===== src/hw/rtl/fud_pkg.sv =====
package fud_pkg;

    localparam int MAX_RESULTS = 4;
    localparam int RES_IDX_W   = $clog2(MAX_RESULTS);
    localparam int RES_CNT_W   = $clog2(MAX_RESULTS + 1);
    localparam int QUEUE_DEPTH = 2;

    // register map
    localparam logic REG_DELIM_MODE = 1'b0;
    localparam logic REG_MAX_PAIRS  = 1'b1;

    localparam logic       DELIM_MODE_RST = 1'b0;
    localparam logic [9:0] MAX_PAIRS_RST  = 10'd1000;

    localparam logic MODE_BODY  = 1'b0;
    localparam logic MODE_QUERY = 1'b1;

    localparam logic KIND_DATA = 1'b0;
    localparam logic KIND_END  = 1'b1;

    localparam logic [1:0] ESC_IDLE  = 2'd0;
    localparam logic [1:0] ESC_PCT   = 2'd1;
    localparam logic [1:0] ESC_DIGIT = 2'd2;

    localparam logic [7:0] CH_PLUS  = 8'h2B;
    localparam logic [7:0] CH_SPACE = 8'h20;
    localparam logic [7:0] CH_PCT   = 8'h25;
    localparam logic [7:0] CH_EQ    = 8'h3D;
    localparam logic [7:0] CH_AMP   = 8'h26;
    localparam logic [7:0] CH_SEMI  = 8'h3B;
    localparam logic [7:0] CH_LF    = 8'h0A;
    localparam logic [7:0] CH_CR    = 8'h0D;

    typedef struct packed {
        logic [7:0] in_byte;
        logic       end_of_input;
    } t_in_item;

    typedef struct packed {
        logic       out_kind;
        logic [7:0] out_byte;
        logic       in_value_part;
        logic       pair_kept;
        logic       last_of_run;
    } t_out_item;

    typedef struct packed {
        logic       delimiter_mode;
        logic [9:0] max_pairs;
    } t_cfg;

    typedef struct packed {
        logic       kind;
        logic [7:0] data;
        logic       value_part;
        logic       kept;
    } t_result;

    // all results caused by one input item
    typedef struct packed {
        logic [RES_CNT_W-1:0]            count;
        t_result [MAX_RESULTS-1:0]       res;
    } t_bundle;

    // {is hex, nibble}
    function automatic logic [4:0] hex_decode(logic [7:0] c);
        logic [4:0] r;
        r = 5'd0;
        if (c >= 8'h30 && c <= 8'h39) begin
            r = {1'b1, c[3:0]};
        end else if ((c >= 8'h41 && c <= 8'h46) || (c >= 8'h61 && c <= 8'h66)) begin
            r = {1'b1, c[3:0] + 4'd9};
        end
        return r;
    endfunction

    function automatic t_bundle put(t_bundle b, logic kind, logic [7:0] d, logic vp,
                                    logic kp);
        t_bundle o;
        o = b;
        if (b.count < RES_CNT_W'(MAX_RESULTS)) begin
            o.res[b.count[RES_IDX_W-1:0]] = '{kind: kind, data: d, value_part: vp, kept: kp};
            o.count = b.count + RES_CNT_W'(1);
        end
        return o;
    endfunction

endpackage


===== src/hw/rtl/fud_front.sv =====
module fud_front (
    input  logic              i_clk,
    input  logic              i_rst_n,
    input  fud_pkg::t_cfg     i_cfg,
    input  logic              i_in_valid,
    output logic              o_in_ready,
    input  fud_pkg::t_in_item i_in_item,
    input  logic              i_q_full,
    output logic              o_push,
    output fud_pkg::t_bundle  o_bundle
);
    import fud_pkg::*;

    logic [1:0] r_esc, n_esc;
    logic [7:0] r_held, n_held;
    logic       r_seq, n_seq;
    logic       r_phb, n_phb;
    logic [9:0] r_cnt, n_cnt;
    logic       r_lim, n_lim;
    t_bundle    b;
    logic       accept;

    assign o_in_ready = !i_q_full;
    assign accept     = i_in_valid && o_in_ready;
    assign o_push     = accept && (b.count != '0);
    assign o_bundle   = b;

    always_comb begin
        logic [7:0] c;
        logic [4:0] hc;
        logic [4:0] hh;
        logic       done;
        logic       delim;
        n_esc  = r_esc;
        n_held = r_held;
        n_seq  = r_seq;
        n_phb  = r_phb;
        n_cnt  = r_cnt;
        n_lim  = r_lim;
        b      = '0;
        c      = i_in_item.in_byte;
        hc     = hex_decode(c);
        hh     = hex_decode(r_held);
        done   = 1'b0;
        delim  = 1'b0;
        if (!r_lim) begin
            if (!(i_cfg.delimiter_mode == MODE_BODY && c == CH_CR)) begin
                unique case (n_esc)
                    ESC_PCT: begin
                        if (hc[4]) begin
                            n_held = c;
                            n_esc  = ESC_DIGIT;
                            done   = 1'b1;
                        end else begin
                            b     = put(b, KIND_DATA, CH_PCT, n_seq, 1'b0);
                            n_esc = ESC_IDLE;
                        end
                    end
                    ESC_DIGIT: begin
                        if (hc[4]) begin
                            b     = put(b, KIND_DATA, {hh[3:0], hc[3:0]}, n_seq, 1'b0);
                            n_esc = ESC_IDLE;
                            done  = 1'b1;
                        end else begin
                            b     = put(b, KIND_DATA, CH_PCT, n_seq, 1'b0);
                            b     = put(b, KIND_DATA, n_held, n_seq, 1'b0);
                            n_esc = ESC_IDLE;
                        end
                    end
                    default: n_esc = ESC_IDLE;
                endcase
                if (!done) begin
                    if (i_cfg.delimiter_mode == MODE_QUERY) begin
                        delim = (c == CH_AMP) || (c == CH_SEMI);
                    end else begin
                        delim = (c == CH_AMP) || (c == CH_LF);
                    end
                    if (delim) begin
                        if (n_phb) begin
                            b = put(b, KIND_END, 8'd0, 1'b0, n_seq);
                            if (n_seq) begin
                                n_cnt = n_cnt + 10'd1;
                                if (n_cnt >= i_cfg.max_pairs) begin
                                    n_lim = 1'b1;
                                end
                            end
                        end
                        n_seq = 1'b0;
                        n_phb = 1'b0;
                    end else begin
                        n_phb = 1'b1;
                        if (c == CH_PCT) begin
                            n_esc = ESC_PCT;
                        end else if (c == CH_EQ && !n_seq) begin
                            n_seq = 1'b1;
                        end else begin
                            b = put(b, KIND_DATA, (c == CH_PLUS) ? CH_SPACE : c, n_seq, 1'b0);
                        end
                    end
                end
            end
            // end of stream: flush pending escape, close open pair
            if (i_in_item.end_of_input && !n_lim) begin
                if (n_esc == ESC_PCT) begin
                    b = put(b, KIND_DATA, CH_PCT, n_seq, 1'b0);
                end else if (n_esc == ESC_DIGIT) begin
                    b = put(b, KIND_DATA, CH_PCT, n_seq, 1'b0);
                    b = put(b, KIND_DATA, n_held, n_seq, 1'b0);
                end
                n_esc = ESC_IDLE;
                if (n_phb) begin
                    b = put(b, KIND_END, 8'd0, 1'b0, n_seq);
                    if (n_seq) begin
                        n_cnt = n_cnt + 10'd1;
                        if (n_cnt >= i_cfg.max_pairs) begin
                            n_lim = 1'b1;
                        end
                    end
                end
                n_seq = 1'b0;
                n_phb = 1'b0;
            end
        end
    end

    always_ff @(posedge i_clk) begin
        if (!i_rst_n) begin
            r_esc <= ESC_IDLE;
            r_seq <= 1'b0;
            r_phb <= 1'b0;
            r_cnt <= '0;
            r_lim <= 1'b0;
        end else if (accept) begin
            r_esc <= n_esc;
            r_seq <= n_seq;
            r_phb <= n_phb;
            r_cnt <= n_cnt;
            r_lim <= n_lim;
        end
    end

    always_ff @(posedge i_clk) begin
        if (accept) begin
            r_held <= n_held;
        end
    end

`ifndef SYNTH
    // once the limit is hit nothing more is produced
    a_lim_silent: assert property (@(posedge i_clk) disable iff (!i_rst_n)
        r_lim |-> !o_push)
        else $error("push after pair limit");
    // limit stays set until reset
    a_lim_sticky: assert property (@(posedge i_clk) disable iff (!i_rst_n)
        r_lim |=> r_lim)
        else $error("pair limit cleared");
    // state only moves on an accepted item
    a_hold: assert property (@(posedge i_clk) disable iff (!i_rst_n)
        !accept |=> $stable(r_cnt) && $stable(r_esc))
        else $error("front state changed without item");
`endif
endmodule


===== src/hw/rtl/fud_queue.sv =====
module fud_queue #(
    parameter int DEPTH = fud_pkg::QUEUE_DEPTH
) (
    input  logic             i_clk,
    input  logic             i_rst_n,
    input  logic             i_push,
    input  fud_pkg::t_bundle i_data,
    output logic             o_full,
    output logic             o_empty,
    input  logic             i_pop,
    output fud_pkg::t_bundle o_head
);
    import fud_pkg::*;

    localparam int PTR_W = (DEPTH > 1) ? $clog2(DEPTH) : 1;
    localparam int CNT_W = $clog2(DEPTH + 1);

    t_bundle            r_mem [DEPTH];
    logic [PTR_W-1:0]   r_wr, r_rd;
    logic [CNT_W-1:0]   r_cnt;
    logic               do_push, do_pop;

    assign o_full  = (r_cnt == CNT_W'(DEPTH));
    assign o_empty = (r_cnt == '0);
    assign do_push = i_push && !o_full;
    assign do_pop  = i_pop && !o_empty;
    assign o_head  = r_mem[r_rd];

    always_ff @(posedge i_clk) begin
        if (do_push) begin
            r_mem[r_wr] <= i_data;
        end
    end

    always_ff @(posedge i_clk) begin
        if (!i_rst_n) begin
            r_wr  <= '0;
            r_rd  <= '0;
            r_cnt <= '0;
        end else begin
            if (do_push) begin
                r_wr <= (r_wr == PTR_W'(DEPTH - 1)) ? '0 : r_wr + PTR_W'(1);
            end
            if (do_pop) begin
                r_rd <= (r_rd == PTR_W'(DEPTH - 1)) ? '0 : r_rd + PTR_W'(1);
            end
            unique case ({do_push, do_pop})
                2'b10:   r_cnt <= r_cnt + CNT_W'(1);
                2'b01:   r_cnt <= r_cnt - CNT_W'(1);
                default: r_cnt <= r_cnt;
            endcase
        end
    end

`ifndef SYNTH
    a_cnt_range: assert property (@(posedge i_clk) disable iff (!i_rst_n)
        r_cnt <= CNT_W'(DEPTH))
        else $error("queue overfilled");
    a_push_grows: assert property (@(posedge i_clk) disable iff (!i_rst_n)
        (do_push && !do_pop) |=> r_cnt == $past(r_cnt) + CNT_W'(1))
        else $error("queue count lost a push");
    a_no_empty_bundle: assert property (@(posedge i_clk) disable iff (!i_rst_n)
        !o_empty |-> o_head.count != '0)
        else $error("empty bundle queued");
`endif
endmodule


===== src/hw/rtl/fud_back.sv =====
module fud_back (
    input  logic               i_clk,
    input  logic               i_rst_n,
    input  logic               i_empty,
    input  fud_pkg::t_bundle   i_head,
    output logic               o_pop,
    output logic               o_out_valid,
    input  logic               i_out_ready,
    output fud_pkg::t_out_item o_out_item
);
    import fud_pkg::*;

    logic [RES_IDX_W-1:0] r_idx;
    t_result              cur;
    logic                 last;
    logic                 take;

    assign o_out_valid = !i_empty;
    assign take        = o_out_valid && i_out_ready;
    assign cur         = i_head.res[r_idx];
    assign last        = ({1'b0, r_idx} == i_head.count - RES_CNT_W'(1));
    assign o_pop       = take && last;

    assign o_out_item = '{out_kind:      cur.kind,
                          out_byte:      cur.data,
                          in_value_part: cur.value_part,
                          pair_kept:     cur.kept,
                          last_of_run:   last};

    always_ff @(posedge i_clk) begin
        if (!i_rst_n) begin
            r_idx <= '0;
        end else if (take) begin
            r_idx <= last ? '0 : r_idx + RES_IDX_W'(1);
        end
    end

`ifndef SYNTH
    a_idx_in_bundle: assert property (@(posedge i_clk) disable iff (!i_rst_n)
        o_out_valid |-> {1'b0, r_idx} < i_head.count)
        else $error("result index past bundle");
    a_idx_restart: assert property (@(posedge i_clk) disable iff (!i_rst_n)
        o_pop |=> r_idx == '0)
        else $error("index not restarted after bundle");
    a_marker_clean: assert property (@(posedge i_clk) disable iff (!i_rst_n)
        (o_out_valid && o_out_item.out_kind == KIND_END) |->
            (o_out_item.out_byte == 8'd0 && !o_out_item.in_value_part))
        else $error("marker carries data");
`endif
endmodule


===== src/hw/rtl/form_urlencoded_decoder_top.sv =====
// the first result of an item is offered from the queue once the bundles ahead of it are handed out
// throughput: one item per cycle while items give at most one result each and the output is ready
// an item giving several results holds the output side until all are taken; with items following
// back to back the two-entry queue fills and the input side stalls
// an item giving no result is accepted and produces nothing downstream
// reset: synchronous active-low, clears parse state, pair count, queue; registers to defaults
module form_urlencoded_decoder_top #(
    parameter int QUEUE_DEPTH = fud_pkg::QUEUE_DEPTH
) (
    input  logic               i_clk,
    input  logic               i_rst_n,
    // input bytes
    input  logic               i_in_valid,
    output logic               o_in_ready,
    input  fud_pkg::t_in_item  i_in_item,
    // decoded results
    output logic               o_out_valid,
    input  logic               i_out_ready,
    output fud_pkg::t_out_item o_out_item,
    // register port
    input  logic               psel,
    input  logic               penable,
    input  logic               pwrite,
    input  logic [2:0]         paddr,
    input  logic [31:0]        pwdata,
    output logic [31:0]        prdata,
    output logic               pready
);
    import fud_pkg::*;

    t_cfg    r_cfg;
    logic    q_full, q_empty, q_pop, f_push;
    t_bundle f_bundle, q_head;
    logic    reg_wr;
    logic    reg_sel;

    // register file: one write per access phase, pready tied high
    assign pready  = 1'b1;
    assign reg_sel = paddr[2];
    assign reg_wr  = psel && penable && pwrite && pready;

    always_ff @(posedge i_clk) begin
        if (!i_rst_n) begin
            r_cfg.delimiter_mode <= DELIM_MODE_RST;
            r_cfg.max_pairs      <= MAX_PAIRS_RST;
        end else if (reg_wr) begin
            unique case (reg_sel)
                REG_DELIM_MODE: r_cfg.delimiter_mode <= pwdata[0];
                REG_MAX_PAIRS:  r_cfg.max_pairs      <= pwdata[9:0];
                default:        r_cfg                <= r_cfg;
            endcase
        end
    end

    always_comb begin
        unique case (reg_sel)
            REG_DELIM_MODE: prdata = {31'd0, r_cfg.delimiter_mode};
            REG_MAX_PAIRS:  prdata = {22'd0, r_cfg.max_pairs};
            default:        prdata = '0;
        endcase
    end

    // front: takes a byte every cycle while the queue is not full, runs the escape and pair state, builds a bundle
    fud_front u_front (
        .i_clk      (i_clk),
        .i_rst_n    (i_rst_n),
        .i_cfg      (r_cfg),
        .i_in_valid (i_in_valid),
        .o_in_ready (o_in_ready),
        .i_in_item  (i_in_item),
        .i_q_full   (q_full),
        .o_push     (f_push),
        .o_bundle   (f_bundle)
    );

    // queue of bundles so a stalled consumer does not stop the front at once
    fud_queue #(
        .DEPTH (QUEUE_DEPTH)
    ) u_queue (
        .i_clk   (i_clk),
        .i_rst_n (i_rst_n),
        .i_push  (f_push),
        .i_data  (f_bundle),
        .o_full  (q_full),
        .o_empty (q_empty),
        .i_pop   (q_pop),
        .o_head  (q_head)
    );

    // back: hands out the results of the head bundle one item per cycle while the consumer is ready
    fud_back u_back (
        .i_clk       (i_clk),
        .i_rst_n     (i_rst_n),
        .i_empty     (q_empty),
        .i_head      (q_head),
        .o_pop       (q_pop),
        .o_out_valid (o_out_valid),
        .i_out_ready (i_out_ready),
        .o_out_item  (o_out_item)
    );

`ifndef SYNTH
    // a full queue must hold the input side off
    a_full_stalls: assert property (@(posedge i_clk) disable iff (!i_rst_n)
        q_full |-> !o_in_ready)
        else $error("input taken with queue full");
    // results only flow when something has been queued
    a_valid_needs_data: assert property (@(posedge i_clk) disable iff (!i_rst_n)
        o_out_valid |-> !q_empty)
        else $error("output valid with empty queue");
    // register write lands the next cycle
    a_cfg_write: assert property (@(posedge i_clk) disable iff (!i_rst_n)
        (reg_wr && reg_sel == REG_MAX_PAIRS) |=> r_cfg.max_pairs == $past(pwdata[9:0]))
        else $error("max_pairs write lost");
`endif
endmodule

===== config.mk =====
export PLATFORM = sky130hd
export DESIGN_NAME = form_urlencoded_decoder_top
export DESIGN_NICKNAME = d
export VERILOG_FILES = /design/src/hw/rtl/fud_pkg.sv /design/src/hw/rtl/fud_front.sv /design/src/hw/rtl/fud_queue.sv /design/src/hw/rtl/fud_back.sv /design/src/hw/rtl/form_urlencoded_decoder_top.sv
export SDC_FILE = /design/constraint.sdc
export NUM_CORES = 1
export LEC_CHECK = 0
export BUFFER_PORTS_ARGS = -buffer_cell sky130_fd_sc_hd__buf_2
export CORE_UTILIZATION = 27
export DETAILED_ROUTE_END_ITERATION = 8
export PLACE_DENSITY = 0.45
export SYNTH_ARGS = -nofsm -noshare
export SYNTH_HDL_FRONTEND = slang
export SYNTH_SLANG_ARGS = --single-unit

===== constraint.sdc =====
create_clock -name i_clk -period 11.2 [get_ports i_clk]
set_clock_uncertainty 0.15 [all_clocks]
set_input_delay 0.56 -clock i_clk [delete_from_list [all_inputs] [get_ports i_clk]]
set_output_delay 0.56 -clock i_clk [all_outputs]
set_load 0.03 [all_outputs]

==> results.cfg <==
[clock_tree]
cts.reportedPaths.clkPinSlew_ps = 60
cts_tree = yes
numCtsBuffers = 17
cts_buffer_depth = 2
htreeDepth = 4
postCtsHoldBufs = 0
cts_root_buffer = clkbuf_16
ctsResizeCount = 0
cts.sinks = 135
post_cts_buffers = 0
clock_latency_ps = 430

[placed_design]
hpwl_mm = 18.2
gp_congestion = 0.848
io_buffers = 50
dp_cells = 1389
place_area_mm2 = 0.00961

[grt]
grt_use_total = 0.149
antenna_found_initial = 0
grt_max_degree = 48
grt_pass1_wl_mm = 38.9
overflow = 0
grt_pass1_vias = 6761

[power_and_ir_drop]
p_per_area_mw_per_mm2 = 128
seqPwrFrac = 0.450
peakVddDrop_v = 0.0000752
clockPowerShare = 0.422
p_comb_frac = 0.128
switching_share = 0.278
p_int_uw = 938
power.switching_uw = 361
leakagePower_nw = 3.86

[synthesis]
synth-edff-count = 102
ys.flop_type = edfxtp_1
synth_compound_area_frac = 0.156
syn_area_per_cell_um2 = 9.64
synthXorXnorAreaFrac = 0.0368
ys_seq_area_frac = 0.412
synth_area_mm2 = 0.00905
synthAdderAreaFrac = 0.0692
synth_cell_type_count = 81
syn_inst = 938
ys.warnings.count = 0
synthArstFlopShare = 0
synth_top_family_by_area = simple AND/OR/NAND/NOR gates
synthSimpleGateAreaFrac = 0.182
yosys_register_bits = 135
synthMuxAreaShare = 0.0819

[floorplanning]
die_w_um = 185
start_util = 0.276
fp-row-count = 66
die_y_um = 185
dieArea_mm2 = 0.0342
core_mm2 = 0.0328
io_pins = 98

[final_layout]
antenna_cells = 0
stdcell_area_mm2 = 0.0102
fin_util = 0.311
drive_gt1_frac = 0.161
register_area_mm2 = 0.00372
fillers = 3497
multi_input_area_mm2 = 0.00486
finalNonFillerCells = 1421
area.growth.synth_to_final_pct = 12.5
num-nets-final = 1067

[sta]
setup_viol = 0
slew_headroom = 0.303
rsz0062_at_grt = no
holdWs_ps = 211
maxSlewViolCount = 0
hold_viol = 0
finalCriticalPeriod_ps = 6680
tightestPinTransition_ps = 1020
max_freq_mhz = 150
setup_tns_ps = 0
post-route-period-util = 0.597

[setup_path]
cp_common_cell = ha_1
setup.worst_path.start_class = input port
critPathMaxFanout = 12
required_ps = 11390
arrival_ps = 6870
slowest_delay_ps = 550
cp.buffers_inverters = 4
endpoint_kind = register
cpMaxStageDelayCell = mux2i_1
critical_path.top_delay_family = compound AO/OA/AOI/OAI gates
critPathKind = input port to register

[drt]
first_pass_iters = 5
route.detailed.drc = 0
via_per_inst = 4.90
vias = 6968
ant_nets = 0
drt_iter0_markers = 612
detail_route.wl_per_cell_um = 17.2
wl_mm = 24.5

[run]
max_cap_viol_count = 0

[status]
outcome = finished, final reports clean

[worst_hold_path]
hold_class = input port to register
-- per-layer routing --
| layer | global-route usage | vias to the layer above | share of wire |
|---|---|---|---|
| met1 | 0.208 | 3353 | 0.50 |
| met5 | 0 | - | 0 |
| met4 | 0.0400 | 0 | 0.012 |
| met2 | 0.235 | 164 | 0.45 |
| li1 | - | 3432 | - |
| met3 | 0.0262 | 19 | 0.041 |
-- cell type report --
| class | count | area share |
|---|---|---|
| clock inverters | 14 | 0.0135 |
| multi-input cells | 709 | 0.477 |
| well taps | 442 | 0.0543 |
| repair buffers | 58 | 0.0305 |
| clock buffers | 18 | 0.0422 |
| inverters | 45 | 0.0166 |
| flip-flops and latches | 135 | 0.366 |
-- through the flow --
step / power [mW] / setup slack, ps
floorplan: 0.722 / 3830
global placement: 0.763 / 4250
detailed placement: 0.764 / 4090
CTS: 1.32 / 4530
global route: 1.35 / 3950
finish: 1.30 / 4520
-- cells by family (layout without fill, tap and decap cells) --
group	count (synthesis)	after routing
AO/OA/AOI/OAI	212	212
adder cells (fa/ha/maj)	50	50
buffers and inverters	115	135
multiplexers	45	45
AND/OR/NAND/NOR	341	341
other	2	23
XOR/XNOR	38	38
flip-flops	135	135
-- synthesized netlist by cell type, types with 3 or more instances --
cell,count,area (um^2)
a211oi_1,5,37.5
o21a_1,4,30.0
buf_4,29,218
o21bai_1,3,22.5
xnor2_1,18,158
nand4b_1,4,35.0
mux2i_1,11,110
and2_1,9,56.3
o21ai_2,4,35.0
a31oi_1,8,50.1
or2_2,5,31.3
inv_1,43,161
edfxtp_1,102,3060
o211ai_1,15,113
nand2_1,104,390
o22ai_1,4,25.0
mux4_2,22,495
nor2_1,106,398
dfxtp_1,33,661
nand3b_1,3,22.5
nand2b_1,9,56.3
a41oi_1,3,26.3
and3_1,9,56.3
nor2b_1,5,31.3
o31ai_1,3,22.5
buf_1,4,15.0
o21ai_0,32,160
o21ai_1,5,25.0
mux2_2,12,135
xor2_1,20,175
a22oi_1,12,90.1
a32oi_1,7,61.3
clkbuf_1,26,97.6
nand4_1,8,50.1
or3_1,7,43.8
a21oi_1,73,365
buf_2,10,50.1
a21o_1,5,37.5
ha_1,50,626
nand3_1,38,190
nor3_1,13,65.1
-- worst reg2reg max path, cell delays in order (launching register included) --
cell	delay, ps
dfxtp_1	410
inv_1	70
ha_1	260
mux2i_1	550
inv_1	140
ha_1	310
nand2_1	50
o21ai_1	420
inv_1	120
ha_1	350
nor2_1	60
a21o_1	190
ha_1	280
mux2i_1	130
a31oi_1	100
o21ai_1	130
o21ai_0	200
ha_1	310
or3_1	360
o211ai_1	120
a31o_2	300
ha_1	300
or3_1	360
a21oi_1	150
-- path summary, 6_finish.rpt --
kind | start | endpoint | slack (ps) | cells past startpoint
worst max register to register | u_front.r_esc[0]$_SDFFE_PN0P_ | u_queue.r_cnt[1]$_SDFFE_PN0P_ | 5290 | 23
worst min-delay path | pwdata[3] | r_cfg[3]$_SDFFE_PN1P_ | 210 | 3
worst max-delay path | i_in_item[2] | u_queue.r_cnt[1]$_SDFFE_PN0P_ | 4520 | 27
worst min register to register | r_cfg[1]$_SDFFE_PN0P_ | r_cfg[1]$_SDFFE_PN0P_ | 310 | 2
-- power by group through the flow --
stage / combinational, mW / clock [mW] / sequential [mW]
after global placement: 0.168 / 0 / 0.595
after global routing: 0.182 / 0.580 / 0.588
after detailed placement: 0.168 / 0 / 0.596
after floorplan: 0.133 / 0 / 0.589
final: 0.166 / 0.548 / 0.585
after CTS: 0.168 / 0.566 / 0.585
-- state kept, by name (all words and copies together), names as in the netlist, named ones only --
signal and count:
u_front.r_seq 1, u_front.r_phb 1, u_front.r_lim 1, r_cfg 11, u_back.r_idx 2, u_queue.r_rd 1, u_queue.r_cnt 2, u_queue.r_wr 1
u_front.r_cnt 10, u_queue.r_mem 94, u_front.r_esc 2, u_front.r_held 8
-- placed cells by master (no fill, tap or decap), types with 8 or more instances in the layout --
master,count
xnor2_1,18
nand2b_1,9
edfxtp_1,102
buf_2,50
o211ai_1,15
clkbuf_16,17
a22oi_1,12
nand4_1,8
ha_1,50
xor2_1,20
nor3_1,13
nor2_1,104
and2_1,9
mux4_2,22
mux2i_1,11
o21ai_0,32
and3_1,9
inv_1,43
buf_4,8
a21oi_1,73
nand3_1,38
mux2_2,12
dfxtp_1,32
a31oi_1,8
nand2_1,104
conb_1,23
(Power assumes the default switching activity.)
